$ cat src/rtl/lfw_pkg.sv
`timescale 1ns / 1ps

package lfw_pkg;

  // Screen size defaults and the widest clipped dimension the design supports
  localparam int unsigned SCREEN_WIDTH_DEF  = 320;
  localparam int unsigned SCREEN_HEIGHT_DEF = 240;
  localparam int unsigned SCREEN_DIM_MAX    = 4096;
  localparam int unsigned DIM_W             = $clog2(SCREEN_DIM_MAX + 1);
  localparam int unsigned QUEUE_DEPTH_DEF   = 2;

  localparam int unsigned RUN_LEN_W = 25;

  // Request codes
  localparam logic [2:0] CMD_FILL      = 3'd0;
  localparam logic [2:0] CMD_PIXEL     = 3'd1;
  localparam logic [2:0] CMD_IMG_WIN   = 3'd2;
  localparam logic [2:0] CMD_IMG_PIXEL = 3'd3;
  localparam logic [2:0] CMD_RAW_CMD   = 3'd4;
  localparam logic [2:0] CMD_RAW_DATA  = 3'd5;

  // Panel opcodes
  localparam logic [7:0] OP_CASET = 8'h2A;
  localparam logic [7:0] OP_RASET = 8'h2B;
  localparam logic [7:0] OP_RAMWR = 8'h2C;

  typedef enum logic [1:0] {
    KIND_WINDOW,
    KIND_RUN,
    KIND_BYTE
  } job_kind_e;

  // Sequencer steps of the back end, in bus order
  typedef enum logic [3:0] {
    STEP_CASET,
    STEP_XS_HI,
    STEP_XS_LO,
    STEP_XE_HI,
    STEP_XE_LO,
    STEP_RASET,
    STEP_YS_HI,
    STEP_YS_LO,
    STEP_YE_HI,
    STEP_YE_LO,
    STEP_RAMWR,
    STEP_RUN,
    STEP_RAW
  } step_e;

  typedef struct packed {
    job_kind_e        kind;
    logic             has_run;
    logic [15:0]      x_start;
    logic [15:0]      y_start;
    logic [15:0]      x_end;
    logic [15:0]      y_end;
    logic [DIM_W-1:0] run_w;
    logic [DIM_W-1:0] run_h;
    logic [15:0]      color;
    logic [7:0]       raw_byte;
    logic             raw_is_data;
  } job_t;

  typedef struct packed {
    logic                 is_data;
    logic [7:0]           bus_byte;
    logic                 is_pixel_run;
    logic [15:0]          run_color;
    logic [RUN_LEN_W-1:0] run_length;
    logic                 last;
  } res_t;

endpackage

$ cat src/rtl/lfw_if.sv
`timescale 1ns / 1ps

interface lfw_req_if import lfw_pkg::*; ();
  logic        valid;
  logic        ready;
  logic [2:0]  cmd;
  logic [15:0] x_pos;
  logic [15:0] y_pos;
  logic [15:0] rect_width;
  logic [15:0] rect_height;
  logic [15:0] color;
  logic [7:0]  raw_byte;

  modport source (
    output valid, cmd, x_pos, y_pos, rect_width, rect_height, color, raw_byte,
    input  ready
  );
  modport sink (
    input  valid, cmd, x_pos, y_pos, rect_width, rect_height, color, raw_byte,
    output ready
  );
endinterface

interface lfw_res_if import lfw_pkg::*; ();
  logic                 valid;
  logic                 ready;
  logic                 is_data;
  logic [7:0]           bus_byte;
  logic                 is_pixel_run;
  logic [15:0]          run_color;
  logic [RUN_LEN_W-1:0] run_length;
  logic                 last;

  modport source (
    output valid, is_data, bus_byte, is_pixel_run, run_color, run_length, last,
    input  ready
  );
  modport sink (
    input  valid, is_data, bus_byte, is_pixel_run, run_color, run_length, last,
    output ready
  );
endinterface

$ cat src/rtl/lfw_front.sv
`timescale 1ns / 1ps

module lfw_front import lfw_pkg::*; #(
  parameter int unsigned SCREEN_WIDTH  = SCREEN_WIDTH_DEF,
  parameter int unsigned SCREEN_HEIGHT = SCREEN_HEIGHT_DEF
) (
  lfw_req_if.sink req_i,
  output logic    push_valid_o,
  input  logic    push_ready_i,
  output job_t    push_job_o
);

  localparam logic [16:0] SW     = 17'(SCREEN_WIDTH);
  localparam logic [16:0] SH     = 17'(SCREEN_HEIGHT);
  localparam logic [15:0] SW_END = 16'(SCREEN_WIDTH - 1);
  localparam logic [15:0] SH_END = 16'(SCREEN_HEIGHT - 1);

  logic        on_screen;
  logic [16:0] x_sum;
  logic [16:0] y_sum;
  logic        clip_x;
  logic        clip_y;
  logic [15:0] x_end_raw;
  logic [15:0] y_end_raw;
  logic [16:0] x_room;
  logic [16:0] y_room;
  logic        keep;
  job_t        job;

  assign on_screen = ({1'b0, req_i.x_pos} < SW) && ({1'b0, req_i.y_pos} < SH);
  assign x_sum     = {1'b0, req_i.x_pos} + {1'b0, req_i.rect_width};
  assign y_sum     = {1'b0, req_i.y_pos} + {1'b0, req_i.rect_height};
  assign clip_x    = x_sum > SW;
  assign clip_y    = y_sum > SH;
  assign x_end_raw = req_i.x_pos + req_i.rect_width - 16'd1;
  assign y_end_raw = req_i.y_pos + req_i.rect_height - 16'd1;
  assign x_room    = SW - {1'b0, req_i.x_pos};
  assign y_room    = SH - {1'b0, req_i.y_pos};

  always_comb begin
    job             = '0;
    job.kind        = KIND_WINDOW;
    job.x_start     = req_i.x_pos;
    job.y_start     = req_i.y_pos;
    job.color       = req_i.color;
    job.raw_byte    = req_i.raw_byte;
    keep            = 1'b0;
    unique case (req_i.cmd)
      CMD_FILL: begin
        // A clipped end lands on the last column or row
        keep        = on_screen;
        job.x_end   = clip_x ? SW_END : x_end_raw;
        job.y_end   = clip_y ? SH_END : y_end_raw;
        job.run_w   = clip_x ? x_room[DIM_W-1:0] : req_i.rect_width[DIM_W-1:0];
        job.run_h   = clip_y ? y_room[DIM_W-1:0] : req_i.rect_height[DIM_W-1:0];
        job.has_run = (req_i.rect_width != 16'd0) && (req_i.rect_height != 16'd0);
      end
      CMD_PIXEL: begin
        keep        = on_screen;
        job.x_end   = req_i.x_pos;
        job.y_end   = req_i.y_pos;
        job.run_w   = DIM_W'(1);
        job.run_h   = DIM_W'(1);
        job.has_run = 1'b1;
      end
      CMD_IMG_WIN: begin
        keep      = 1'b1;
        job.x_end = x_end_raw;
        job.y_end = y_end_raw;
      end
      CMD_IMG_PIXEL: begin
        keep        = 1'b1;
        job.kind    = KIND_RUN;
        job.has_run = 1'b1;
      end
      CMD_RAW_CMD: begin
        keep     = 1'b1;
        job.kind = KIND_BYTE;
      end
      CMD_RAW_DATA: begin
        keep            = 1'b1;
        job.kind        = KIND_BYTE;
        job.raw_is_data = 1'b1;
      end
      default: keep = 1'b0;
    endcase
  end

  // Dropped requests are still taken, they just never reach the queue
  assign req_i.ready  = push_ready_i;
  assign push_valid_o = req_i.valid && keep;
  assign push_job_o   = job;

endmodule

$ cat src/rtl/lfw_queue.sv
`timescale 1ns / 1ps

module lfw_queue import lfw_pkg::*; #(
  parameter int unsigned DEPTH = QUEUE_DEPTH_DEF
) (
  input  logic clk_i,
  input  logic rst_ni,
  input  logic push_valid_i,
  output logic push_ready_o,
  input  job_t push_job_i,
  output logic pop_valid_o,
  input  logic pop_i,
  output job_t pop_job_o
);

  localparam int unsigned PTR_W = (DEPTH > 1) ? $clog2(DEPTH) : 1;
  localparam int unsigned CNT_W = $clog2(DEPTH + 1);

  job_t             entry_q [DEPTH];
  logic [PTR_W-1:0] wr_ptr_q, wr_ptr_d;
  logic [PTR_W-1:0] rd_ptr_q, rd_ptr_d;
  logic [CNT_W-1:0] count_q, count_d;
  logic             do_push;
  logic             do_pop;

  assign push_ready_o = count_q != CNT_W'(DEPTH);
  assign pop_valid_o  = count_q != '0;
  assign pop_job_o    = entry_q[rd_ptr_q];
  assign do_push      = push_valid_i && push_ready_o;
  assign do_pop       = pop_i && pop_valid_o;

  always_comb begin
    wr_ptr_d = wr_ptr_q;
    rd_ptr_d = rd_ptr_q;
    count_d  = count_q;
    if (do_push) begin
      wr_ptr_d = (wr_ptr_q == PTR_W'(DEPTH - 1)) ? '0 : wr_ptr_q + PTR_W'(1);
    end
    if (do_pop) begin
      rd_ptr_d = (rd_ptr_q == PTR_W'(DEPTH - 1)) ? '0 : rd_ptr_q + PTR_W'(1);
    end
    if (do_push && !do_pop) begin
      count_d = count_q + CNT_W'(1);
    end else if (do_pop && !do_push) begin
      count_d = count_q - CNT_W'(1);
    end
  end

  always_ff @(posedge clk_i or negedge rst_ni) begin
    if (!rst_ni) begin
      wr_ptr_q <= '0;
      rd_ptr_q <= '0;
      count_q  <= '0;
    end else begin
      wr_ptr_q <= wr_ptr_d;
      rd_ptr_q <= rd_ptr_d;
      count_q  <= count_d;
    end
  end

  always_ff @(posedge clk_i) begin
    if (do_push) begin
      entry_q[wr_ptr_q] <= push_job_i;
    end
  end

endmodule

$ cat src/rtl/lfw_back.sv
`timescale 1ns / 1ps

module lfw_back import lfw_pkg::*; (
  input  logic      clk_i,
  input  logic      rst_ni,
  input  logic      job_valid_i,
  input  job_t      job_i,
  output logic      job_pop_o,
  lfw_res_if.source res_o
);

  logic                 busy_q, busy_d;
  step_e                step_q, step_d;
  job_t                 cur_q, cur_d;
  logic [RUN_LEN_W-1:0] len_q;
  logic                 res_vld_q, res_vld_d;
  res_t                 res_q, res_d;
  res_t                 item;
  logic                 emit;
  logic                 final_step;
  logic                 load;
  logic [2*DIM_W-1:0]   area;

  assign emit       = busy_q && (!res_vld_q || res_o.ready);
  assign final_step = (cur_q.kind == KIND_BYTE) || (step_q == STEP_RUN) ||
                      ((step_q == STEP_RAMWR) && !cur_q.has_run);
  assign load       = job_valid_i && (!busy_q || (emit && final_step));
  assign job_pop_o  = load;
  assign area       = cur_q.run_w * cur_q.run_h;

  // Next state of the sequencer
  always_comb begin
    busy_d = busy_q;
    step_d = step_q;
    cur_d  = cur_q;
    if (load) begin
      busy_d = 1'b1;
      cur_d  = job_i;
      unique case (job_i.kind)
        KIND_RUN:  step_d = STEP_RUN;
        KIND_BYTE: step_d = STEP_RAW;
        default:   step_d = STEP_CASET;
      endcase
    end else if (emit && final_step) begin
      busy_d = 1'b0;
    end else if (emit) begin
      step_d = step_e'(step_q + 4'd1);
    end
  end

  // Result for the current step
  always_comb begin
    item         = '0;
    item.is_data = 1'b1;
    item.last    = final_step;
    unique case (step_q)
      STEP_CASET: begin
        item.is_data  = 1'b0;
        item.bus_byte = OP_CASET;
      end
      STEP_XS_HI: item.bus_byte = cur_q.x_start[15:8];
      STEP_XS_LO: item.bus_byte = cur_q.x_start[7:0];
      STEP_XE_HI: item.bus_byte = cur_q.x_end[15:8];
      STEP_XE_LO: item.bus_byte = cur_q.x_end[7:0];
      STEP_RASET: begin
        item.is_data  = 1'b0;
        item.bus_byte = OP_RASET;
      end
      STEP_YS_HI: item.bus_byte = cur_q.y_start[15:8];
      STEP_YS_LO: item.bus_byte = cur_q.y_start[7:0];
      STEP_YE_HI: item.bus_byte = cur_q.y_end[15:8];
      STEP_YE_LO: item.bus_byte = cur_q.y_end[7:0];
      STEP_RAMWR: begin
        item.is_data  = 1'b0;
        item.bus_byte = OP_RAMWR;
      end
      STEP_RUN: begin
        item.is_pixel_run = 1'b1;
        item.run_color    = cur_q.color;
        item.run_length   = (cur_q.kind == KIND_RUN) ? RUN_LEN_W'(1) : len_q;
      end
      STEP_RAW: begin
        item.is_data  = cur_q.raw_is_data;
        item.bus_byte = cur_q.raw_byte;
      end
      default: item = '0;
    endcase
  end

  always_comb begin
    res_vld_d = res_vld_q;
    res_d     = res_q;
    if (emit) begin
      res_vld_d = 1'b1;
      res_d     = item;
    end else if (res_o.ready) begin
      res_vld_d = 1'b0;
    end
  end

  always_ff @(posedge clk_i or negedge rst_ni) begin
    if (!rst_ni) begin
      busy_q    <= 1'b0;
      step_q    <= STEP_CASET;
      res_vld_q <= 1'b0;
    end else begin
      busy_q    <= busy_d;
      step_q    <= step_d;
      res_vld_q <= res_vld_d;
    end
  end

  // Area settles long before the run step of a window job
  always_ff @(posedge clk_i) begin
    cur_q <= cur_d;
    res_q <= res_d;
    len_q <= area[RUN_LEN_W-1:0];
  end

  assign res_o.valid        = res_vld_q;
  assign res_o.is_data      = res_q.is_data;
  assign res_o.bus_byte     = res_q.bus_byte;
  assign res_o.is_pixel_run = res_q.is_pixel_run;
  assign res_o.run_color    = res_q.run_color;
  assign res_o.run_length   = res_q.run_length;
  assign res_o.last         = res_q.last;

  a_byte_job_raw_step: assert property (@(posedge clk_i) disable iff (!rst_ni)
    busy_q && (cur_q.kind == KIND_BYTE) |-> step_q == STEP_RAW)
    else $error("byte job outside raw step");

  a_run_nonzero: assert property (@(posedge clk_i) disable iff (!rst_ni)
    res_vld_q && res_q.is_pixel_run |-> res_q.run_length != '0 && res_q.last)
    else $error("pixel run empty or not last");

  a_pop_only_when_free: assert property (@(posedge clk_i) disable iff (!rst_ni)
    job_pop_o && busy_q |-> emit && final_step)
    else $error("job loaded over a running job");

endmodule

$ cat src/rtl/lcd_window_fill_writer.sv
`timescale 1ns / 1ps

// Channel  Dir  Modport     Payload
// req_i    in   sink        cmd, x_pos, y_pos, rect_width, rect_height, color, raw_byte
// res_o    out  source      is_data, bus_byte, is_pixel_run, run_color, run_length, last
//
// One bus result leaves per cycle while the receiver is ready; the back-end step
// sequencer sets that rate. A fill with a nonempty run or a pixel request gives the
// window bytes and then the pixel run, an empty fill or an image window gives the window
// bytes only, and an image pixel or raw byte gives one result. Requests are taken into a
// small job queue, so the front keeps accepting while the back end works and while a
// finished result waits in the output register, until the queue fills.
// Off-screen fills and pixels and undefined codes are taken and produce nothing.
// Reset (rst_ni low, asynchronous) empties the queue, idles the sequencer and
// drops the output register; no clearing pass is needed.

module lcd_window_fill_writer import lfw_pkg::*; #(
  parameter int unsigned SCREEN_WIDTH  = SCREEN_WIDTH_DEF,
  parameter int unsigned SCREEN_HEIGHT = SCREEN_HEIGHT_DEF,
  parameter int unsigned QUEUE_DEPTH   = QUEUE_DEPTH_DEF
) (
  input  logic      clk_i,
  input  logic      rst_ni,
  lfw_req_if.sink   req_i,
  lfw_res_if.source res_o
);

  // Front to queue
  logic push_valid;
  logic push_ready;
  job_t push_job;

  // Queue to back end
  logic job_valid;
  logic job_pop;
  job_t job;

  // Classify, clip and compute window ends for each request
  lfw_front #(
    .SCREEN_WIDTH  (SCREEN_WIDTH),
    .SCREEN_HEIGHT (SCREEN_HEIGHT)
  ) u_front (
    .req_i        (req_i),
    .push_valid_o (push_valid),
    .push_ready_i (push_ready),
    .push_job_o   (push_job)
  );

  // Decouple front and back so either side can stall alone
  lfw_queue #(
    .DEPTH (QUEUE_DEPTH)
  ) u_queue (
    .clk_i        (clk_i),
    .rst_ni       (rst_ni),
    .push_valid_i (push_valid),
    .push_ready_o (push_ready),
    .push_job_i   (push_job),
    .pop_valid_o  (job_valid),
    .pop_i        (job_pop),
    .pop_job_o    (job)
  );

  // Step through window bytes, the pixel run or a raw byte, one result per cycle while the receiver is ready
  lfw_back u_back (
    .clk_i       (clk_i),
    .rst_ni      (rst_ni),
    .job_valid_i (job_valid),
    .job_i       (job),
    .job_pop_o   (job_pop),
    .res_o       (res_o)
  );

endmodule

$ cat src/flat_wrapper.sv
// flat-port wrapper written by rule: the top's interface ports become plain ports
module lcd_window_fill_writer_flat import lfw_pkg::*;
#(
  parameter int unsigned SCREEN_WIDTH  = SCREEN_WIDTH_DEF,
  parameter int unsigned SCREEN_HEIGHT = SCREEN_HEIGHT_DEF,
  parameter int unsigned QUEUE_DEPTH   = QUEUE_DEPTH_DEF
)
  (clk_i, rst_ni, req_i_valid, req_i_cmd, req_i_x_pos, req_i_y_pos, req_i_rect_width, req_i_rect_height, req_i_color, req_i_raw_byte, req_i_ready, res_o_valid, res_o_is_data, res_o_bus_byte, res_o_is_pixel_run, res_o_run_color, res_o_run_length, res_o_last, res_o_ready);
  lfw_req_if req_i_i ();
  lfw_res_if res_o_i ();
  input  logic clk_i;
  input  logic rst_ni;
  input wire logic [$bits(req_i_i.valid)-1:0] req_i_valid;
  input wire logic [$bits(req_i_i.cmd)-1:0] req_i_cmd;
  input wire logic [$bits(req_i_i.x_pos)-1:0] req_i_x_pos;
  input wire logic [$bits(req_i_i.y_pos)-1:0] req_i_y_pos;
  input wire logic [$bits(req_i_i.rect_width)-1:0] req_i_rect_width;
  input wire logic [$bits(req_i_i.rect_height)-1:0] req_i_rect_height;
  input wire logic [$bits(req_i_i.color)-1:0] req_i_color;
  input wire logic [$bits(req_i_i.raw_byte)-1:0] req_i_raw_byte;
  output wire logic [$bits(req_i_i.ready)-1:0] req_i_ready;
  output wire logic [$bits(res_o_i.valid)-1:0] res_o_valid;
  output wire logic [$bits(res_o_i.is_data)-1:0] res_o_is_data;
  output wire logic [$bits(res_o_i.bus_byte)-1:0] res_o_bus_byte;
  output wire logic [$bits(res_o_i.is_pixel_run)-1:0] res_o_is_pixel_run;
  output wire logic [$bits(res_o_i.run_color)-1:0] res_o_run_color;
  output wire logic [$bits(res_o_i.run_length)-1:0] res_o_run_length;
  output wire logic [$bits(res_o_i.last)-1:0] res_o_last;
  input wire logic [$bits(res_o_i.ready)-1:0] res_o_ready;
  assign req_i_i.valid = req_i_valid;
  assign req_i_i.cmd = req_i_cmd;
  assign req_i_i.x_pos = req_i_x_pos;
  assign req_i_i.y_pos = req_i_y_pos;
  assign req_i_i.rect_width = req_i_rect_width;
  assign req_i_i.rect_height = req_i_rect_height;
  assign req_i_i.color = req_i_color;
  assign req_i_i.raw_byte = req_i_raw_byte;
  assign req_i_ready = req_i_i.ready;
  assign res_o_valid = res_o_i.valid;
  assign res_o_is_data = res_o_i.is_data;
  assign res_o_bus_byte = res_o_i.bus_byte;
  assign res_o_is_pixel_run = res_o_i.is_pixel_run;
  assign res_o_run_color = res_o_i.run_color;
  assign res_o_run_length = res_o_i.run_length;
  assign res_o_last = res_o_i.last;
  assign res_o_i.ready = res_o_ready;
  lcd_window_fill_writer #(.SCREEN_WIDTH(SCREEN_WIDTH), .SCREEN_HEIGHT(SCREEN_HEIGHT), .QUEUE_DEPTH(QUEUE_DEPTH)) u_core (.clk_i(clk_i), .rst_ni(rst_ni), .req_i(req_i_i), .res_o(res_o_i));
endmodule
$ cat config.mk
export PLATFORM = sky130hd
export DESIGN_NAME = lcd_window_fill_writer_flat
export DESIGN_NICKNAME = d
export VERILOG_FILES = /design/src/rtl/lfw_pkg.sv /design/src/rtl/lfw_if.sv /design/src/rtl/lfw_front.sv /design/src/rtl/lfw_queue.sv /design/src/rtl/lfw_back.sv /design/src/rtl/lcd_window_fill_writer.sv /design/src/flat_wrapper.sv
export SDC_FILE = /design/constraint.sdc
export NUM_CORES = 1
export LEC_CHECK = 0
export BUFFER_PORTS_ARGS = -buffer_cell sky130_fd_sc_hd__buf_4
export CORE_MARGIN = 1.5
export CORE_UTILIZATION = 40
export CTS_CLUSTER_DIAMETER = 60
export DETAILED_ROUTE_END_ITERATION = 10
export SLEW_MARGIN = 20
export SYNTH_ARGS = -nofsm -noshare
export SYNTH_HDL_FRONTEND = slang
export SYNTH_HIERARCHICAL = 1
export SYNTH_SLANG_ARGS = --single-unit
$ cat constraint.sdc
create_clock -name clk_i -period 6.6 [get_ports clk_i]
set_input_delay 1.32 -clock clk_i [delete_from_list [all_inputs] [get_ports clk_i]]
set_output_delay 1.32 -clock clk_i [all_outputs]
set_load 0.02 [all_outputs]
==> impl_metrics.yaml <==
timing:
  tightest_slew_ps: 952
  timing.hold.ws_ps: 486
  hold_viol_final: 0
  final-max-slew-violation-count: 0
  fin_tns_setup_ps: 0
  rsz0062_at_grt: "no"
  fin_skew_ps: 23.9
  fmax_ghz: 0.183
  setup_viol: 0
  finalCritPeriodShare_pct: 82.7
  slew-limit-headroom_pct: 36.5
  min_period_ps: 5460
synth:
  synth-edff-count: 406
  ys_ff_latch: 441
  yosys.area.top_type: "edfxtp_1"
  yosys_warnings: 6
  async_flop_share_pct: 2.27
  synth_cell_type_count: 83
  syn_area_per_cell_um2: 11.9
  yosysSeqAreaShare_pct: 47.9
  netlist_top_cells_area: "edfxtp_1 (45%), fa_1 (9.2%), ha_1 (7.7%)"
  postSynthCellCount: 2271
  synth_flop_cell: "edfxtp_1"
  synth_area_um2: 27000
  synth_fp_nets: 2657
  yosysTopAreaCellShare_pct: 45.1
clocking:
  cts_resized: 0
  cts_inserted_buffers: 47
  cts_buffer_depth: 3
  clk_latency_ps: 590
  cts_setup_buffers: 0
  hold_buffers: 0
  cts.sinks: 441
  cts_root_buf: "clkbuf_16"
  cts_tree: "yes"
  cts.clk_slew.worst_paths_ps: 60
  htreeDepth: 2
global_routing:
  grt_pass1_vias: 17400
  met3_usage_pct: 2.08
  antenna_found_initial: 1
  grt_use_met2_pct: 32.3
  grt_use_met1_pct: 25.6
  grt_pass1_wl_um: 102000
  grt-ovfl-total: 0
  grt_util_all_layers_pct: 18.9
  grt_max_degree: 101
  grt_busiest_layer: "met2"
cells_and_area:
  fillers: 6231
  insertedDiodeCount: 0
  nets: 2719
  syn2layout_area_growth_pct: 11.0
  drive_gt1_share_pct: 16.8
setup_path:
  rrSetupSlack_ps: 1140
  slowest_stage: "edfxtp_1"
  slowest_delay_ps: 700
  rr_worst_depth: 16
  path_common_cell: "fa_1"
  crit_required_ps: 7070
  cp_max_fo: 13
  path_class: "reg -> reg"
  cp_num_buf_inv: 3
  worstReg2RegStart: "u_core/u_back/cur_q[31]$_DFFE_PP_"
  crit_path_cell_trace: "nand2_1 > fa_1 > fa_1 > inv_1 > fa_1 > fa_1 > inv_1 > fa_1 > inv_1 > ha_1 > a21oi_1 > o211ai_1 > a311oi_2 > o21bai_1 > a31oi_2 > xnor2_1"
  cp-end-kind: "register"
  start_kind: "register"
  cp_data_arrival_time_ps: 5930
  r2r_end: "u_core/u_back/len_q[24]$_DFF_P_"
  cpLargestDelayFamily: "adder cells"
floorplan:
  fp.dieH_um: 263
  ios: 149
  core_area_um2: 67000
  die-area_um2: 69100
  die_w_um: 263
  start_util_pct: 40.3
  rows: 95
place:
  gp_congestion: 0.885
  dpl.hpwl_um: 48900
  io_buffer_count: 148
route:
  first_iter_violations: 1390
  drc: 0
  avgRoutedWirePerCell_um: 20.4
  ant_nets: 0
  drt_first_pass_iters: 5
  wl_um: 66300
  viasPerCell: 5.31
  num_vias: 17200
min_path:
  hold_end: "u_core/u_back/res_o.valid$_DFFE_PN0P_"
  min_path_type: "reg -> reg"
  hp-start: "u_core/u_back/busy_q$_DFFE_PN0P_"
  hold_depth: 1
run:
  cap_violations: 0
outcome:
  status: "finished, final reports clean"
==> metrics by stage <==
stage / cells / setup WS (ps) / instance area (um^2) / util [%]
after floorplan: 2271 / 1010 / 27000 / -
after global placement: 3157 / 1260 / 28500 / 42.4
after detailed placement: 3157 / 1190 / 28500 / 42.4
after CTS: 3245 / 1170 / 30000 / 44.8
after global routing: 3245 / 917 / 30000 / 44.8
final: 3245 / 1140 / 30000 / 44.8
==> synthesized netlist by cell type, types with 6 or more instances <==
library cell    n
a211oi_1       27
a21o_1         16
a21oi_1        88
a221oi_1       19
a22o_1          7
a22oi_1         8
a311oi_1        8
a31oi_1        11
a32o_1         15
and2_1        117
and3_1         32
buf_2          10
buf_4          61
buf_6          16
clkbuf_1       57
dfrtp_1        10
dfxtp_1        25
edfxtp_1      406
fa_1          124
ha_1          167
inv_1         293
mux2_2        128
nand2_1       133
nand2b_1       15
nand3_1        33
nand4_1        14
nor2_1         68
nor2b_1         9
nor3_1         33
nor4_1         15
o211ai_1       10
o21a_1         12
o21ai_0        71
o21bai_1       12
o31ai_1         6
or3_1           7
xnor2_1        68
xor2_1         16
==> layer usage <==
metal | wire length, um | share of wire (%)
met1 | 29600 | 45
met2 | 32300 | 49
met3 | 3060 | 4.6
met4 | 1430 | 2.2
met5 | 0 | 0
==> worst reg2reg max path: cells and delay by family (launching register included) <==
family / cells / cell delay (ps)
adders and majority gates: 6 / 2980
AOI/OAI and AO/OA: 5 / 1260
and+or+nand+nor: 1 / 160
buffers and inverters: 3 / 160
DFF: 1 / 700
xor gates and xnor gates: 1 / 80
==> final cells by class <==
cell class,count,area (um^2),area share [%]
Multi-Input combinational cell,1388,12100,40.2
Tap cell,873,1090,3.64
Clock buffer,54,1200,4.01
Sequential cell,441,12900,43.1
Inverter,294,1110,3.69
Timing Repair Buffer,161,1230,4.11
Clock inverter,34,348,1.16
==> sequential cells by signal, summed over array words and instances, names as in the netlist <==
name and count:
u_core/u_back/busy_q 1, u_core/u_back/cur_q 118, u_core/u_back/len_q 25, u_core/u_back/res_o.bus_byte 8, u_core/u_back/res_o.is_data 1, u_core/u_back/res_o.is_pixel_run 1, u_core/u_back/res_o.last 1, u_core/u_back/res_o.run_color 16
u_core/u_back/res_o.run_length 25, u_core/u_back/res_o.valid 1, u_core/u_back/step_q 4, u_core/u_queue/count_q 2, u_core/u_queue/entry_q 236, u_core/u_queue/rd_ptr_q 1, u_core/u_queue/wr_ptr_q 1
==> cell usage in the layout, fill, tap and decap left out, drive strengths merged, types with 77 or more instances in the layout <==
master,Yosys,routed
mux2,128,128
fa,124,124
buf,91,161
o21ai,77,77
a21oi,88,88
ha,167,167
nand2,133,133
edfxtp,406,406
inv,294,298
and2,117,117
==> cell families (layout without fill, tap and decap cells) <==
group                    after synthesis  after routing  share of synthesized area (%)
AND/OR/NAND/NOR                      502            502                           9.67
buffers and inverters                442            543                           7.48
flip-flops                           441            441                           47.9
AO/OA/AOI/OAI                        378            378                           9.80
adder cells (fa/ha/maj)              291            291                           16.9
multiplexers                         133            133                           5.52
XOR/XNOR                              84             84                           2.72
==> worst max path at each step <==
stage                                       from  depth (start not counted)                                endpoint
3_3_place_gp   u_core/u_back/cur_q[41]$_DFFE_PP_                         15         u_core/u_back/len_q[24]$_DFF_P_
4_1_cts        u_core/u_back/cur_q[31]$_DFFE_PP_                         16         u_core/u_back/len_q[24]$_DFF_P_
6_report       u_core/u_back/cur_q[31]$_DFFE_PP_                         16         u_core/u_back/len_q[24]$_DFF_P_
3_5_place_dp   u_core/u_back/cur_q[31]$_DFFE_PP_                         16         u_core/u_back/len_q[24]$_DFF_P_
2_1_floorplan                    req_i_y_pos[13]                          6  u_core/u_queue/entry_q[0][0]$_DFFE_PP_
5_1_grt        u_core/u_back/cur_q[31]$_DFFE_PP_                         16         u_core/u_back/len_q[24]$_DFF_P_
Power is not shown: default switching activity piles up to over one toggle a cycle in this logic, so the estimate is an artifact.
